**config.mk**
```make
export PLATFORM = sky130hd
export DESIGN_NAME = best_fit_block_allocator
export DESIGN_NICKNAME = d
export VERILOG_FILES = /design/src/rtl/core/bfba_pkg.sv /design/src/rtl/core/best_fit_block_allocator.sv /design/src/rtl/core/bfba_datapath.sv /design/src/rtl/core/bfba_controller.sv
export SDC_FILE = /design/constraint.sdc
export NUM_CORES = 1
export LEC_CHECK = 0
export ABC_AREA = 1
export ABC_CLOCK_PERIOD_IN_PS = 2700
export BUFFER_PORTS_ARGS = -buffer_cell sky130_fd_sc_hd__buf_2
export CORE_MARGIN = 1.5
export CORE_UTILIZATION = 56
export DETAILED_ROUTE_END_ITERATION = 8
export GPL_ROUTABILITY_DRIVEN = 1
export PLACE_DENSITY = 0.78
export SYNTH_ARGS = -nofsm -noshare
export SYNTH_HDL_FRONTEND = slang
export SYNTH_SLANG_ARGS = --single-unit
```
**constraint.sdc**
```tcl
create_clock -name aclk -period 2.7 [get_ports aclk]
set_input_delay 0.27 -clock aclk [delete_from_list [all_inputs] [get_ports aclk]]
set_output_delay 0.27 -clock aclk [all_outputs]
set_load 0.01 [all_outputs]
```
**src/rtl/core/bfba_pkg.sv**
```systemverilog
`timescale 1ns / 1ps
`default_nettype none
// ----------------------------------------------------------------------------
// bfba_pkg
// Shared widths, codes and controller/datapath interface types for the
// best-fit block allocator.
// ----------------------------------------------------------------------------
package bfba_pkg;

    localparam int IDX_W  = 4;   // block_index / chosen_block
    localparam int SZ_W   = 16;  // size_value / remaining_size
    localparam int CNT_W  = 5;   // block_count register
    localparam int STAT_W = 2;   // status
    localparam int DATA_W = 24;  // tdata, padded to whole bytes

    localparam logic ACT_LOAD    = 1'b0;
    localparam logic ACT_REQUEST = 1'b1;

    localparam logic [STAT_W-1:0] ST_LOADED = 2'd0;
    localparam logic [STAT_W-1:0] ST_ALLOC  = 2'd1;
    localparam logic [STAT_W-1:0] ST_NONE   = 2'd2;

    localparam logic [CNT_W-1:0] BLOCK_COUNT_RST = 5'd16;

    // controller -> datapath
    typedef struct packed {
        logic capture;  // latch the accepted input transaction
        logic scan;     // step the search over the free-size store
        logic finish;   // commit the write-back and load the output register
    } ctrl_cmd_t;

    // datapath -> controller
    typedef struct packed {
        logic scan_done;
    } dp_status_t;

endpackage
`default_nettype wire

```
**src/rtl/core/best_fit_block_allocator.sv**
```systemverilog
`timescale 1ns / 1ps
`default_nettype none
// ----------------------------------------------------------------------------
// best_fit_block_allocator
// Keeps a free size per memory block and serves best-fit allocation requests.
// ----------------------------------------------------------------------------
// Usage:
//   Input stream (s_*): tuser[0] selects load (0) or request (1); tdata carries
//   the block index and the size. A load writes one block's free size; a
//   request picks the block with the smallest free size still at least the
//   request (lowest index on ties) and takes the request off it.
//   Result stream (m_*): one per input; tuser status, tdata block and size.
//   Config channel (cfg_*): block_count, the number of blocks searched from
//   index zero; write it only while the block is idle.
// Search: a request reads n = min(block_count, NUM_BLOCKS) entries of the store,
//   one entry per cycle, from index zero; the input reopens as the result
//   appears, so only one item is in work at a time.
// Reset: all free sizes read as zero, block_count returns to 16.
// Stall: the result waits in the output register; the next input is still
//   taken and worked on, and its result is held until the register empties.
// ----------------------------------------------------------------------------
module best_fit_block_allocator #(
    parameter int NUM_BLOCKS = 16,
    parameter int SIZE_BITS  = 16
) (
    input  wire                               aclk,
    input  wire                               aresetn,
    input  wire                               s_tvalid,
    output logic                              s_tready,
    input  wire [bfba_pkg::DATA_W-1:0]        s_tdata,   // [3:0] block_index, [19:4] size_value
    input  wire [0:0]                         s_tuser,   // [0] action
    output logic                              m_tvalid,
    input  wire                               m_tready,
    output logic [bfba_pkg::DATA_W-1:0]       m_tdata,   // [3:0] chosen_block, [19:4] remaining_size
    output logic [bfba_pkg::STAT_W-1:0]       m_tuser,   // [1:0] status
    input  wire                               cfg_valid,
    output logic                              cfg_ready,
    input  wire [bfba_pkg::CNT_W-1:0]         cfg_data   // block_count
);

    bfba_pkg::ctrl_cmd_t  cmd;
    bfba_pkg::dp_status_t status;

    logic [bfba_pkg::IDX_W-1:0] res_block;
    logic [bfba_pkg::SZ_W-1:0]  res_remaining;

    assign cfg_ready = 1'b1;
    assign m_tdata   = {4'd0, res_remaining, res_block};

    bfba_controller u_ctrl (
        .aclk     (aclk),
        .aresetn  (aresetn),
        .s_valid  (s_tvalid),
        .s_ready  (s_tready),
        .s_action (s_tuser[0]),
        .m_valid  (m_tvalid),
        .m_ready  (m_tready),
        .cmd      (cmd),
        .status   (status)
    );

    bfba_datapath #(
        .NUM_BLOCKS (NUM_BLOCKS),
        .SIZE_BITS  (SIZE_BITS)
    ) u_dp (
        .aclk          (aclk),
        .aresetn       (aresetn),
        .cmd           (cmd),
        .status        (status),
        .in_action     (s_tuser[0]),
        .in_index      (s_tdata[3:0]),
        .in_size       (s_tdata[19:4]),
        .cfg_wr        (cfg_valid && cfg_ready),
        .cfg_data      (cfg_data),
        .res_status    (m_tuser),
        .res_block     (res_block),
        .res_remaining (res_remaining)
    );

endmodule
`default_nettype wire

```
**src/rtl/core/bfba_datapath.sv**
```systemverilog
`timescale 1ns / 1ps
`default_nettype none
// ----------------------------------------------------------------------------
// bfba_datapath
// Free-size store, block count register, best-fit search registers and
// result payload register.
// ----------------------------------------------------------------------------
module bfba_datapath #(
    parameter int NUM_BLOCKS = 16,
    parameter int SIZE_BITS  = 16
) (
    input  wire                              aclk,
    input  wire                              aresetn,
    input  wire bfba_pkg::ctrl_cmd_t         cmd,
    output bfba_pkg::dp_status_t             status,
    input  wire                              in_action,
    input  wire [bfba_pkg::IDX_W-1:0]        in_index,
    input  wire [bfba_pkg::SZ_W-1:0]         in_size,
    input  wire                              cfg_wr,
    input  wire [bfba_pkg::CNT_W-1:0]        cfg_data,
    output logic [bfba_pkg::STAT_W-1:0]      res_status,
    output logic [bfba_pkg::IDX_W-1:0]       res_block,
    output logic [bfba_pkg::SZ_W-1:0]        res_remaining
);

    localparam int AW = (NUM_BLOCKS > 1) ? $clog2(NUM_BLOCKS) : 1;
    localparam logic [31:0] NB32 = NUM_BLOCKS;

    logic [SIZE_BITS-1:0] mem [NUM_BLOCKS];
    logic [NUM_BLOCKS-1:0] valid_reg;

    logic [bfba_pkg::CNT_W-1:0] count_reg;
    logic                       act_reg;
    logic [bfba_pkg::IDX_W-1:0] idx_reg;
    logic [SIZE_BITS-1:0]       size_reg;

    logic [bfba_pkg::CNT_W-1:0] scan_idx_reg, scan_idx_next;
    logic [bfba_pkg::CNT_W-1:0] cmp_idx_reg;
    logic                       cmp_en_reg, cmp_en_next;
    logic [bfba_pkg::CNT_W-1:0] best_idx_reg, best_idx_next;
    logic [SIZE_BITS-1:0]       best_free_reg, best_free_next;
    logic                       found_reg, found_next;

    logic [SIZE_BITS-1:0] rd_mem_reg;
    logic                 rd_vld_reg;
    logic [SIZE_BITS-1:0] rd_free;

    logic [bfba_pkg::CNT_W-1:0] n_search;
    logic                       issue;
    logic [31:0]                scan_ext, idx_ext, best_ext;
    logic [AW-1:0]              rd_addr, wr_addr;
    logic                       wr_en;
    logic [SIZE_BITS-1:0]       wr_data;
    logic [SIZE_BITS-1:0]       diff;
    logic                       idx_in_range;
    logic [SIZE_BITS+15:0]      in_size_ext;
    logic [SIZE_BITS+15:0]      size_ext, diff_ext;

    // searched blocks saturate at the store depth
    assign n_search = ({27'd0, count_reg} > NB32) ? NB32[bfba_pkg::CNT_W-1:0] : count_reg;
    assign issue    = cmd.scan && (scan_idx_reg < n_search);

    assign scan_ext = {27'd0, scan_idx_reg};
    assign idx_ext  = {28'd0, idx_reg};
    assign best_ext = {27'd0, best_idx_reg};
    assign rd_addr  = scan_ext[AW-1:0];
    assign idx_in_range = (idx_ext < NB32);

    assign in_size_ext = {{SIZE_BITS{1'b0}}, in_size};
    assign rd_free  = rd_vld_reg ? rd_mem_reg : '0;
    assign diff     = best_free_reg - size_reg;
    assign size_ext = {16'd0, size_reg};
    assign diff_ext = {16'd0, diff};

    assign status.scan_done = (scan_idx_reg >= n_search) && !cmp_en_reg;

    // write-back on completion: a load in range, or an allocation that found a block
    always_comb begin
        wr_en   = 1'b0;
        wr_addr = idx_ext[AW-1:0];
        wr_data = size_reg;
        if (cmd.finish) begin
            if (act_reg == bfba_pkg::ACT_LOAD) begin
                wr_en = idx_in_range;
            end else begin
                wr_en   = found_reg;
                wr_addr = best_ext[AW-1:0];
                wr_data = diff;
            end
        end
    end

    always_comb begin
        scan_idx_next  = scan_idx_reg;
        cmp_en_next    = issue;
        best_idx_next  = best_idx_reg;
        best_free_next = best_free_reg;
        found_next     = found_reg;
        if (cmd.capture) begin
            scan_idx_next = '0;
            cmp_en_next   = 1'b0;
            best_idx_next = '0;
            found_next    = 1'b0;
        end else begin
            if (issue) begin
                scan_idx_next = scan_idx_reg + 1'b1;
            end
            // strict less-than keeps the lowest index on ties
            if (cmp_en_reg && (rd_free >= size_reg) &&
                    (!found_reg || (rd_free < best_free_reg))) begin
                best_idx_next  = cmp_idx_reg;
                best_free_next = rd_free;
                found_next     = 1'b1;
            end
        end
    end

    always_ff @(posedge aclk) begin
        if (wr_en) begin
            mem[wr_addr] <= wr_data;
        end
        rd_mem_reg <= mem[rd_addr];
        rd_vld_reg <= valid_reg[rd_addr];
    end

    always_ff @(posedge aclk) begin
        if (!aresetn) begin
            valid_reg <= '0;
        end else if (wr_en) begin
            valid_reg[wr_addr] <= 1'b1;
        end
    end

    always_ff @(posedge aclk) begin
        if (!aresetn) begin
            count_reg    <= bfba_pkg::BLOCK_COUNT_RST;
            scan_idx_reg <= '0;
            cmp_en_reg   <= 1'b0;
            found_reg    <= 1'b0;
        end else begin
            if (cfg_wr) begin
                count_reg <= cfg_data;
            end
            scan_idx_reg <= scan_idx_next;
            cmp_en_reg   <= cmp_en_next;
            found_reg    <= found_next;
        end
    end

    always_ff @(posedge aclk) begin
        if (cmd.capture) begin
            act_reg  <= in_action;
            idx_reg  <= in_index;
            size_reg <= in_size_ext[SIZE_BITS-1:0];
        end
        cmp_idx_reg   <= scan_idx_reg;
        best_idx_reg  <= best_idx_next;
        best_free_reg <= best_free_next;
    end

    // result payload register
    always_ff @(posedge aclk) begin
        if (cmd.finish) begin
            if (act_reg == bfba_pkg::ACT_LOAD) begin
                res_status    <= bfba_pkg::ST_LOADED;
                res_block     <= idx_reg;
                res_remaining <= idx_in_range ? size_ext[bfba_pkg::SZ_W-1:0] : '0;
            end else if (found_reg) begin
                res_status    <= bfba_pkg::ST_ALLOC;
                res_block     <= best_idx_reg[bfba_pkg::IDX_W-1:0];
                res_remaining <= diff_ext[bfba_pkg::SZ_W-1:0];
            end else begin
                res_status    <= bfba_pkg::ST_NONE;
                res_block     <= '0;
                res_remaining <= '0;
            end
        end
    end

endmodule
`default_nettype wire

```
**src/rtl/core/bfba_controller.sv**
```systemverilog
`timescale 1ns / 1ps
`default_nettype none
// ----------------------------------------------------------------------------
// bfba_controller
// Sequencer: accept a transaction, run the search for requests, then commit
// and hand the result to the output register.
// ----------------------------------------------------------------------------
module bfba_controller (
    input  wire                        aclk,
    input  wire                        aresetn,
    input  wire                        s_valid,
    output logic                       s_ready,
    input  wire                        s_action,
    output logic                       m_valid,
    input  wire                        m_ready,
    output bfba_pkg::ctrl_cmd_t        cmd,
    input  wire bfba_pkg::dp_status_t  status
);

    localparam logic [1:0] S_IDLE = 2'd0;
    localparam logic [1:0] S_SCAN = 2'd1;
    localparam logic [1:0] S_DONE = 2'd2;

    logic [1:0] state_reg, state_next;
    logic       m_valid_reg, m_valid_next;
    logic       accept;

    assign s_ready = (state_reg == S_IDLE);
    assign accept  = s_valid && s_ready;
    assign m_valid = m_valid_reg;

    always_comb begin
        cmd.capture = accept;
        cmd.scan    = (state_reg == S_SCAN);
        cmd.finish  = (state_reg == S_DONE) && (!m_valid_reg || m_ready);
    end

    always_comb begin
        state_next = state_reg;
        case (state_reg)
            S_IDLE: begin
                if (accept) begin
                    state_next = (s_action == bfba_pkg::ACT_REQUEST) ? S_SCAN : S_DONE;
                end
            end
            S_SCAN: begin
                if (status.scan_done) begin
                    state_next = S_DONE;
                end
            end
            S_DONE: begin
                if (cmd.finish) begin
                    state_next = S_IDLE;
                end
            end
            default: state_next = S_IDLE;
        endcase
    end

    always_comb begin
        m_valid_next = m_valid_reg;
        if (cmd.finish) begin
            m_valid_next = 1'b1;
        end else if (m_ready) begin
            m_valid_next = 1'b0;
        end
    end

    always_ff @(posedge aclk) begin
        if (!aresetn) begin
            state_reg   <= S_IDLE;
            m_valid_reg <= 1'b0;
        end else begin
            state_reg   <= state_next;
            m_valid_reg <= m_valid_next;
        end
    end

endmodule
`default_nettype wire

```
---- Yosys cells after proc, flatten, opt, wreduce, memory -nomap -nowiden ----
Memories as Yosys holds them, arrays and structs flattened. A register that Yosys moved wholly into a read port is not among the register bits.
Cells that the tools add are included.
storage, ports and cells
  output and inout port bits .............. 29
  logic and storage cells ................. 81
  bits in writable memories ............... 256
  memories kept ........................... 1
  register bits after elaboration ......... 99
  input port bits ......................... 35
cells by class
  $add $sub $neg .......................... 2
  equal/unequal tests ..................... 5
  mux-type cells .......................... 27
  reduce and logical (&&, ||, !) cells .... 17
  bitwise gates (word level) .............. 3
  $lt $le $gt $ge ......................... 9
memory list
  memory    words  width  read ports  clocked after memory_dff  wr ports  RTL line             text
  u_dp.mem  16     16     1           1                         1         bfba_datapath.sv:29  logic [SIZE_BITS-1:0] mem [NUM_BLOCKS];
operators with widths
  kind                   number
  $mux W16               6
  $ge A16 B16 Y1         1
  $lt A16 B16 Y1         1
  $mux W4                4
  $or A16 B16 Y16        1
  $sub A16 B16 Y16       1
  $lt A4 B5 Y1 const B   3
  $mux W2                5
  $mux W1                8
  $logic_and A1 B1 Y1    7
  $ne A2 B2 Y1 const B   3
  $pmux W2 S3            1
  $add A5 B1 Y5 const B  1
  $ge A5 B5 Y1           1
  $gt A5 B5 Y1 const B   1
  $lt A5 B5 Y1           1
  $mux W5                1
  $bmux W1 S4            1
  $demux W1 S4           1
  $ge A4 B1 Y1 const B   1
  $logic_not A1 Y1       3
  $reduce_and A3 Y1      1
  $eq A2 B1 Y1 const B   1
  $eq A2 B2 Y1 const B   1
  6 further kinds        8

---- Depth between registers and ports, before layout ----
Gate-level depths: netlist (run 1).
  depth in word-level cells ............... 9
  depth in mapped cells ................... 18
  mapped depth without buffers ............ 17

---- By module ----
Synthesis (run 1) repeated with hierarchy kept, for this count alone.
unflattened totals
  cells, all modules ...................... 1406
  area, all modules ....................... 15795.1 um2
by module, submodules not included
  module                    instances  area each (um2)  cells an instance  seq. area each (um2)
  bfba_datapath             1          15538.7          1363               10520.1
  bfba_controller           1          211.5            36                 60.1
  best_fit_block_allocator  1          45.0             7                  0.0

---- Worst setup path after synthesis (run 1) ----
No wires, ideal clock.
  path type ............................... register -> register
  start ................................... register u_dp.rd_vld_reg
  end ..................................... register u_dp.best_free_reg[0], enable pin
  path buffers ............................ 2
  clock period less this slack ............ 2.882 ns
  arrival ................................. 2.494 ns
  cell stages (with the launch flop) ...... 15
  setup time .............................. 0.388 ns
  data required time ...................... 2.312 ns
  path slack .............................. -0.182 ns
  path through ............................ dfxtp_1 -> clkbuf_1 -> clkbuf_1 -> nand2_1 -> inv_1 -> ha_1 -> nand2_1 -> inv_1 -> nor3_1 -> nand2_1 -> nand2_1 -> nand2_1 -> nand2_1 -> nand2_1 -> nor2_1
on the way
  cells in the longest elaborated chain, start to end .. 5
  elaborated cells on any way between the ends .. 7
  classes of those cells .................. 2 x order compare; 1 x mux; 4 x reduce/logical
RTL lines
  what                                                              RTL line                                    text
  start: declaration                                                bfba_datapath.sv:45                         logic rd_vld_reg;
  start signal: assignment                                          bfba_datapath.sv:123                        rd_vld_reg <= valid_reg[rd_addr];
  $mux W16 *                                                        bfba_datapath.sv:70                         assign rd_free = rd_vld_reg ? rd_mem_reg : '0;
  via u_dp.rd_free[7]                                               bfba_datapath.sv:46                         logic [SIZE_BITS-1:0] rd_free;
  $ge A16 B16 Y1 / $lt A16 B16 Y1 (equally long branches)           bfba_datapath.sv:109, bfba_datapath.sv:110
  $logic_and A1 B1 Y1 / $logic_or A1 B1 Y1 (equally long branches)  bfba_datapath.sv:109, bfba_datapath.sv:110
  $logic_and A1 B1 Y1 *                                             bfba_datapath.sv:109                        if (cmp_en_reg && (rd_free >= size_reg) &&
  $reduce_and A2 Y1 (no line) *                                     --
  end signal: assignment                                            bfba_datapath.sv:158                        best_free_reg <= best_free_next;
  end: declaration                                                  bfba_datapath.sv:41                         logic [SIZE_BITS-1:0] best_free_reg, best_free_next;
The timed path passes the listed nets; every way through them passes the cells marked *.
A chain may end at the register's enable or synchronous reset.

---- Final worst setup path (run 1) ----
  start ................................... register u_dp.size_reg[2]
  end ..................................... memory u_dp.mem[5][13] (data pin)
on the way
  cells in the longest elaborated chain, start to end .. 3
RTL lines
  what                      RTL line              text
  start: declaration        bfba_datapath.sv:35   logic [SIZE_BITS-1:0] size_reg;
  start signal: assignment  bfba_datapath.sv:154  size_reg <= in_size_ext[SIZE_BITS-1:0];
  $sub A16 B16 Y16          bfba_datapath.sv:71   assign diff = best_free_reg - size_reg;
  $mux W16                  bfba_datapath.sv:83   if (act_reg == bfba_pkg::ACT_LOAD) begin
  $mux W16                  bfba_datapath.sv:82   if (cmd.finish) begin
  via u_dp.wr_data[13]      bfba_datapath.sv:53   logic [SIZE_BITS-1:0] wr_data;
  end: declaration          bfba_datapath.sv:29
The timed path passes the listed nets, and every way through them passes these cells.

==> results of run 1 <==
cell usage in the layout, fill, tap and decap left out, types with 12 or more instances in the layout:
cell type and n:
buf_12 14, inv_1 128, dlygate4sd3_1 26, nand2_1 189, clkbuf_16 40, buf_4 43, o22ai_1 49, o21ai_0 168
ha_1 52, o221ai_1 26, nor2_1 185, clkbuf_1 12, a21oi_1 56, edfxtp_1 315, dfxtp_1 54, nand3_1 65
buf_2 54
power by group through the flow:
| stage | Clock, mW | Combinational (mW) | Sequential, mW |
|---|---|---|---|
| floorplan | 0 | 0.877 | 6.67 |
| global placement | 0 | 1.30 | 6.69 |
| detailed placement | 0 | 1.35 | 6.69 |
| CTS | 5.19 | 1.40 | 6.57 |
| global route | 5.44 | 1.58 | 6.58 |
| finish | 5.16 | 1.43 | 6.57 |
layout make-up:
class / count / share of cell area, %
sequential: 371 / 57.2
tap: 378 / 2.56
timing repair buffer: 137 / 6.13
clock buffer: 55 / 5.88
inverter: 144 / 2.95
multi-input combinational: 855 / 24.4
timing repair inverter: 1 / 0.0406
clock inverter: 17 / 0.811
how the worst max path moves through the flow:
stage,start,to,slack (ps),cells past startpoint
2_1_floorplan,u_dp.rd_vld_reg,u_dp.best_free_reg[0],60,14
3_3_place_gp,u_dp.best_free_reg[0],u_dp.mem[4][10],70,16
3_5_place_dp,u_dp.best_free_reg[0],u_dp.mem[6][10],40,16
4_1_cts,u_dp.best_free_reg[0],u_dp.mem[5][10],1,15
5_1_grt,u_dp.best_free_reg[0],u_dp.mem[9][10],-2,16
6_report,u_dp.size_reg[2],u_dp.mem[5][13],110,13
what timing repair did:
action                                  in CTS  in global routing
endpoints found under the hold margin       25                  0
setup buffers                                0                  1
hold buffers                                26                  0
resized for setup                            0                 12
endpoints found under the setup margin       0                 82
per-layer routing:
metal | vias up | GRT usage, %
li1 | 5263 | -
met1 | 5429 | 34.6
met2 | 562 | 45.0
met3 | 113 | 4.69
met4 | 0 | 12.4
met5 | - | 0
through the flow:
| stage | setup WS, ps | instance area (um2) | hold WS [ps] | TNS (ps) |
|---|---|---|---|---|
| floorplan | 61.7 | 15900 | 354 | 0 |
| global placement | 70.5 | 17000 | 442 | 0 |
| detailed placement | 36.8 | 17000 | 447 | 0 |
| CTS | 1.15 | 18500 | 15.7 | 0 |
| global route | -2.23 | 18500 | 28.7 | -9.80 |
| finish | 107 | 18500 | 26.0 | 0 |
cell families (layout without fill, tap and decap cells):
| logic type | Yosys count | in the layout | synth area share (%) |
|---|---|---|---|
| and+or+nand+nor | 464 | 464 | 11.9 |
| DFF | 371 | 371 | 66.6 |
| AOI/OAI and AO/OA | 324 | 324 | 11.6 |
| buffers and inverters | 211 | 354 | 5.20 |
| adders and majority gates | 53 | 53 | 4.22 |
| xor gates and xnor gates | 9 | 9 | 0.496 |
| other | 2 | 5 | 0.0473 |
worst max-delay path, cell delays in order, from the launching register on:
cell and delay, ps:
edfxtp_1 400, inv_1 140, ha_1 290, a21oi_1 140, nand2_1 100, a21oi_1 150
buf_4 160, nand3b_1 120, nand3_1 70, nand2_1 110, nand2_1 60, o21ai_0 250
inv_1 110, buf_4 210
==> reports/qor.yml, run 1 <==
outcome: "finished, final reports clean"
crit_type: "reg -> reg"
drive_gt1_share_pct: 12.8
path_max_fanout: 16
gp_congestion: 0.925
critPathCaptureType: "register"
p_seq_share_pct: 49.9
drc: 0
ys_top_cells_by_count: "edfxtp_1, nand2_1, nor2_1"
wl_per_cell_um: 19.9
regMostFlops: "u_dp.mem"
grt_pass1_vias: 11100
grt_start_max_net_pins: 109
r2r_cells: 13
cp_data_arrival_time_ps: 2850
relSlewSlack_pct: 52.7
synthToLayoutAreaGrowth_pct: 16.5
finalPower_mw: 13.2
dieArea_mm2: 0.0294
wl_met1_mm: 15.3
port_buffers: 54
power.switching_mw: 3.20
die_w_um: 171
rows: 61
totalWireLength_mm: 39.0
largest_reg_flops: 256
setup_viol: 0
syn_area_mm2: 0.0159
clock_sinks: 371
root_buffer: "clkbuf_16"
ant_nets: 0
placed_cells: 1858
die-height_um: 171
top_layer_used: "met4"
n_antenna_cell: 0
yosysTopAreaCellShare_pct: 59.5
tritoncts: "built"
p_per_area_mw_per_mm2: 711
worstSkewPairLatency_ps: 530
syn-mean-instance-area_um2: 11.1
required_ps: 2960
fin_skew_ps: 14.0
worst_pin_slew_ps: 710
cts_buffer_depth: 3
design.core.area_mm2: 0.0279
reg2reg_setup_slack_ps: 110
async_reset_ff_share_pct: 0
route.met3.wl_mm: 3.25
p_leak_nw: 7.22
synth_top_area_cell: "edfxtp_1"
start_kind: "register"
fillers: 1959
grt_antenna_before_repair: 0
cts_buffers: 39
fin_cells: 1958
grt_pass1_wl_mm: 59.3
vias: 11400
maxCapViolations: 0
sw_frac_of_total_pct: 24.3
hold_path_class: "in -> reg"
ys.flop_type: "edfxtp_1"
rr_startpoint: "u_dp.size_reg[2]"
hold-path-endpoint: "u_dp.count_reg[0]"
synthCells: 1434
fin_util_pct: 66.4
multiInputGateArea_mm2: 0.00452
max_freq_mhz: 386
yosysWarnings: 0
via_per_inst: 5.81
slew_violations: 0
hp-start: "aresetn"
regArea_mm2: 0.0106
drt-initial-drc-count: 1168
initial_core_util_pct: 57.0
holdPathStages: 3
cts-htree-levels: 2
io_pins: 64
synth_seq_area_share_pct: 66.6
dp_hpwl_mm: 23.1
period_share_pct: 96.0
p_comb_share_pct: 10.9
wl_met2_mm: 19.0
nNetsFinal: 1637
ir_drop_uv: 530
yosysMostFrequentCell: "edfxtp_1"
hold_viol: 0
internal_power_mw: 9.96
track_usage_pct: 27.0
synth_seq_cells: 371
r2r_end: "u_dp.mem[5][13]"
yosysUniqueCellTypes: 39
synth.area.top_cells: "edfxtp_1, dfxtp_1, o21ai_0"
drt_pre_antenna_iters: 6
clock_power_share_pct: 39.2
synth-edff-count: 315
layout_min_cycle_time_ps: 2590
grt_overflow_total: 0
path_clk_slew_ps: 60
(Power assumes the default switching activity.)
==> inputs of run 2 (changes only) <==
--- a/config.mk
+++ b/config.mk
@@ -8,8 +8,10 @@
 export ABC_AREA = 1
 export ABC_CLOCK_PERIOD_IN_PS = 2700
 export BUFFER_PORTS_ARGS = -buffer_cell sky130_fd_sc_hd__buf_2
+export CELL_PAD_IN_SITES_DETAIL_PLACEMENT = 1
+export CELL_PAD_IN_SITES_GLOBAL_PLACEMENT = 1
 export CORE_MARGIN = 1.5
-export CORE_UTILIZATION = 56
+export CORE_UTILIZATION = 45
 export DETAILED_ROUTE_END_ITERATION = 8
 export GPL_ROUTABILITY_DRIVEN = 1
 export PLACE_DENSITY = 0.78
==> reports/qor.yml, run 2 (same netlist as run 1, synthesis figures left out) <==
outcome: "finished, final reports clean"
slew_violations: 0
port_buffers: 54
max_freq_mhz: 383
grt_start_max_net_pins: 140
drc: 0
fillers: 3625
rows: 68
grt_pass1_vias: 12600
nNetsFinal: 1652
regArea_mm2: 0.0106
cts-htree-levels: 2
layout_min_cycle_time_ps: 2610
grt_antenna_before_repair: 2
die_w_um: 191
setup_slack_ps: 91.2
pre_cts_slack_ps: -110
power.switching_mw: 3.40
tns_ps: 0
clock_power_share_pct: 40.4
dp_hpwl_mm: 29.3
vias: 11600
io_pins: 64
p_per_area_mw_per_mm2: 722
fin_area_mm2: 0.0189
drive_gt1_share_pct: 14.4
totalWireLength_mm: 47.3
p_leak_nw: 7.38
finalPower_mw: 13.7
fin_cells: 2052
via_per_inst: 5.67
placed_cells: 1946
critPathMaxStageDelay_ps: 380
hold_ws_ps: 15.9
path_common_cell: "nand2_1"
internal_power_mw: 10.3
track_usage_pct: 26.0
worstSkewPairLatency_ps: 530
period_share_pct: 96.6
fin_skew_ps: 13.0
ir_drop_uv: 494
crit_type: "reg -> reg"
wl_per_cell_um: 23.1
path_max_fanout: 16
multiInputGateArea_mm2: 0.00457
crit_family: "compound AO/OA/AOI/OAI gates"
drt-initial-drc-count: 827
p_seq_share_pct: 48.1
design.core.area_mm2: 0.0346
layout_commonest_cell: "edfxtp_1"
start_kind: "register"
hold_viol: 0
largest_reg_flops: 256
clock_sinks: 371
worst_pin_slew_ps: 715
maxCapViolations: 0
regMostFlops: "u_dp.mem"
path_clk_slew_ps: 60
final_cell_mix: "edfxtp_1, nand2_1, nor2_1, o21ai_0, inv_1"
cts_buffers: 41
relSlewSlack_pct: 52.3
tritoncts: "built"
synthToLayoutAreaGrowth_pct: 19.2
p_comb_share_pct: 11.5
fin_util_pct: 54.7
root_buffer: "clkbuf_16"
critPathCaptureType: "register"
n_antenna_cell: 0
worstPathCellList: "inv_1 -> ha_1 -> inv_1 -> o21bai_1 -> a21oi_1 -> buf_4 -> o21bai_1 -> nand2_1 -> nand2_1 -> nand2_1 -> nand3_1 -> o21ai_0 -> buf_4"
dieArea_mm2: 0.0364
hold_path_class: "in -> reg"
sw_frac_of_total_pct: 24.9
drt_pre_antenna_iters: 5
ant_nets: 0
grt_overflow_total: 0
required_ps: 2960
grt_pass1_wl_mm: 71.5
dpl_cell_area_mm2: 0.0172
critPathBufInv: 4
die-height_um: 191
cts_buffer_depth: 3
cp_data_arrival_time_ps: 2870
gp_congestion: 0.866
slowest_stage: "edfxtp_1"
initial_core_util_pct: 45.9
setup_viol: 0
run 2: cell count changes in the layout (fill, tap and decap cells not counted), moves of 3 or more:
| cell | previous run | this run |
|---|---|---|
| buf_12 | 14 | 21 |
| clkbuf_1 | 12 | 9 |
| buf_4 | 43 | 49 |
| clkbuf_16 | 40 | 43 |
| clkinv_1 | 10 | 13 |
| o21ai_0 | 168 | 163 |
| o21ai_1 | 5 | 8 |
| clkbuf_8 | 3 | 7 |
| nand2_1 | 189 | 186 |
run 2: area by class of cell:
| type | count | area share, % |
|---|---|---|
| flip-flops and latches | 371 | 55.9 |
| multi-input cells | 855 | 24.1 |
| repair buffers | 151 | 7.03 |
| clock buffers | 59 | 6.37 |
| well taps | 455 | 3.01 |
| inverters | 144 | 2.88 |
| clock inverters | 17 | 0.700 |
run 2: layer usage:
layer  part of all wire [%]  global-route usage (%)  vias up
li1                       -                       -     5291
met1                     40                    31.4     5886
met2                     52                    46.1      318
met3                    4.2                    3.76      127
met4                    4.1                    11.9        4
met5                  0.038                       0        -
run 2: timing repair:
item | CTS | global route
endpoints found under the hold margin | 25 | 0
buffers inserted | 1 | 4
pin swaps | 0 | 4
gates resized for setup | 6 | 21
setup endpoints to repair | 32 | 100
hold buffers | 25 | 0
run 2: worst paths after layout:
| path | startpoint | end | slack [ps] | cells after the start |
|---|---|---|---|---|
| setup reg to reg | u_dp.size_reg[4] | u_dp.mem[15][11] | 90 | 13 |
| hold / removal | cfg_valid | u_dp.count_reg[4] | 20 | 2 |
| setup / recovery | u_dp.size_reg[4] | u_dp.mem[15][11] | 90 | 13 |
| hold reg to reg | u_dp.valid_reg[14] | u_dp.valid_reg[14] | 460 | 2 |
run 2: power groups by stage:
stage                     Sequential, mW  Combinational, mW  Clock (mW)
after global placement              6.68               1.39           0
final                               6.57               1.57        5.53
after floorplan                     6.67              0.877           0
after global routing                6.58               1.73        5.78
after detailed placement            6.69               1.48           0
after CTS                           6.57               1.54        5.58
==> inputs of run 3 (changes only) <==
--- a/config.mk
+++ b/config.mk
@@ -10,11 +10,11 @@
 export BUFFER_PORTS_ARGS = -buffer_cell sky130_fd_sc_hd__buf_2
 export CELL_PAD_IN_SITES_DETAIL_PLACEMENT = 1
 export CELL_PAD_IN_SITES_GLOBAL_PLACEMENT = 1
-export CORE_MARGIN = 1.5
 export CORE_UTILIZATION = 45
 export DETAILED_ROUTE_END_ITERATION = 8
 export GPL_ROUTABILITY_DRIVEN = 1
 export PLACE_DENSITY = 0.78
+export SETUP_SLACK_MARGIN = 0.5
 export SYNTH_ARGS = -nofsm -noshare
 export SYNTH_HDL_FRONTEND = slang
 export SYNTH_SLANG_ARGS = --single-unit
==> reports/qor.yml, run 3 (same netlist as run 1, synthesis figures left out) <==
fillers: 3463
setup_slack_ps: -394
layout_commonest_cell: "edfxtp_1"
internal_power_mw: 10.7
regArea_mm2: 0.0106
via_per_inst: 6.32
fin_area_mm2: 0.0210
p_comb_share_pct: 15.7
required_ps: 3040
p_leak_nw: 7.95
io_pins: 64
p_seq_share_pct: 44.1
grt_overflow_total: 0
port_buffers: 54
start_kind: "register"
slew_violations: 0
clock_power_share_pct: 40.2
drc: 0
worst_pin_slew_ps: 1180
vias: 13600
cts_buffers: 41
design.core.area_mm2: 0.0346
rsz0062_at_grt: "true"
drt_pre_antenna_iters: 5
ir_drop_uv: 586
p_per_area_mw_per_mm2: 714
dieArea_mm2: 0.0361
path_common_cell: "nand2_2"
clock_sinks: 371
worstSkewPairLatency_ps: 580
sw_frac_of_total_pct: 28.3
slowest_stage: "edfxtp_1"
gp_congestion: 0.889
ant_nets: 0
cts_buffer_depth: 3
root_buffer: "clkbuf_16"
nNetsFinal: 1744
grt_antenna_before_repair: 4
die_w_um: 190
dp_hpwl_mm: 29.0
relSlewSlack_pct: 20.3
final_cell_mix: "edfxtp_1, nor2_1, o21ai_0, nand2_1, buf_4"
synthToLayoutAreaGrowth_pct: 32.0
multiInputGateArea_mm2: 0.00560
wl_per_cell_um: 31.5
setup_viol: 119
hold_path_class: "in -> reg"
grt_pass1_wl_mm: 87.1
cts-htree-levels: 2
grt_pass1_vias: 13800
power.switching_mw: 4.24
tritoncts: "built"
violations: "setup timing"
period_share_pct: 115
totalWireLength_mm: 67.5
crit_type: "reg -> reg"
initial_core_util_pct: 45.9
fin_skew_ps: 42.7
track_usage_pct: 32.9
largest_reg_flops: 256
worstPathCellList: "ha_4 -> nand2_2 -> inv_2 -> nand3_1 -> nor3_2 -> nand2_4 -> buf_6 -> nand2_2 -> nand2_2 -> nand2_2 -> nand2_2 -> o21ai_4 -> clkinvlp_4 -> buf_6"
maxCapViolations: 0
cp_data_arrival_time_ps: 3430
dpl_cell_area_mm2: 0.0174
drt-initial-drc-count: 1623
drive_gt1_share_pct: 30.7
die-height_um: 190
path_max_fanout: 6
hold_viol: 0
critPathCaptureType: "register"
layout_min_cycle_time_ps: 3090
max_freq_mhz: 323
tns_ps: -21220
outcome: "complete, but fails checks"
critPathMaxStageDelay_ps: 720
rows: 68
path_clk_slew_ps: 80
grt_start_max_net_pins: 140
regMostFlops: "u_dp.mem"
[run 3: changes by cell type in the layout (fill, tap and decap cells not counted), moves of 27 or more]
cell     delta
nand2_2    +40
inv_1      -45
buf_4      +56
nand2_1    -51
ha_1       -27
[run 3: worst max-delay path: cells and delay by family (launching register included)]
kind / cells / cell delay, ps
DFF: 1 / 720
adders and majority gates: 1 / 450
buffers and inverters: 4 / 550
AOI/OAI and AO/OA: 1 / 110
and+or+nand+nor: 8 / 1020
[run 3: cell type report]
| type | count | share of cell area (%) |
|---|---|---|
| timing repair inverter | 3 | 0.107 |
| clock buffer | 65 | 5.90 |
| timing repair buffer | 239 | 10.2 |
| clock inverter | 10 | 0.704 |
| tap | 455 | 2.71 |
| sequential | 371 | 50.5 |
| inverter | 144 | 3.16 |
| multi-input combinational | 856 | 26.7 |
| antenna | 1 | 0.0119 |
[run 3: power groups by stage]
| stage | registers [mW] | clock network, mW | logic, mW |
|---|---|---|---|
| after CTS | 6.58 | 5.75 | 1.88 |
| after detailed placement | 6.69 | 0 | 1.51 |
| after floorplan | 6.67 | 0 | 0.903 |
| after global routing | 6.60 | 6.18 | 2.44 |
| final | 6.60 | 6.01 | 2.36 |
| after global placement | 6.68 | 0 | 1.43 |
[run 3: path summary, 6_finish.rpt]
path	from	cells after the start	slack [ps]	to
setup / recovery	u_dp.best_free_reg[11]	14	-390	u_dp.mem[6][14]
hold / removal	cfg_valid	2	3	u_dp.count_reg[4]
setup reg to reg	u_dp.best_free_reg[11]	14	-390	u_dp.mem[6][14]
hold reg to reg	u_dp.scan_idx_reg[1]	0	400	u_dp.cmp_idx_reg[1]
[run 3: layer usage]
layer	part of all wire (%)	GRT usage (%)
met1	34	37.2
met2	48	56.7
met3	9.6	5.81
met4	8.7	22.7
met5	0.055	0
[run 3: stage by stage]
stage          util (%)  power (mW)  std cells  worst slack [ps]  hold slack (ps)
3_3_place_gp       50.2        8.11       1959              11.2              397
6_report           60.6        15.0       2144              -394             2.83
3_5_place_dp       50.2        8.20       1959              -153              403
5_1_grt            60.6        15.2       2143              -357             30.1
4_1_cts            58.6        14.2       2115               137            0.954
2_1_floorplan         -        7.57       1437               315              354
[run 3: what timing repair did]
item | in CTS | in global routing
endpoints found under the setup margin | 378 | 525
gates cloned | 8 | 1
pin swaps | 56 | 51
hold endpoints to repair | 25 | 0
hold buffers | 28 | 0
setup buffers | 45 | 27
resized for setup | 188 | 128
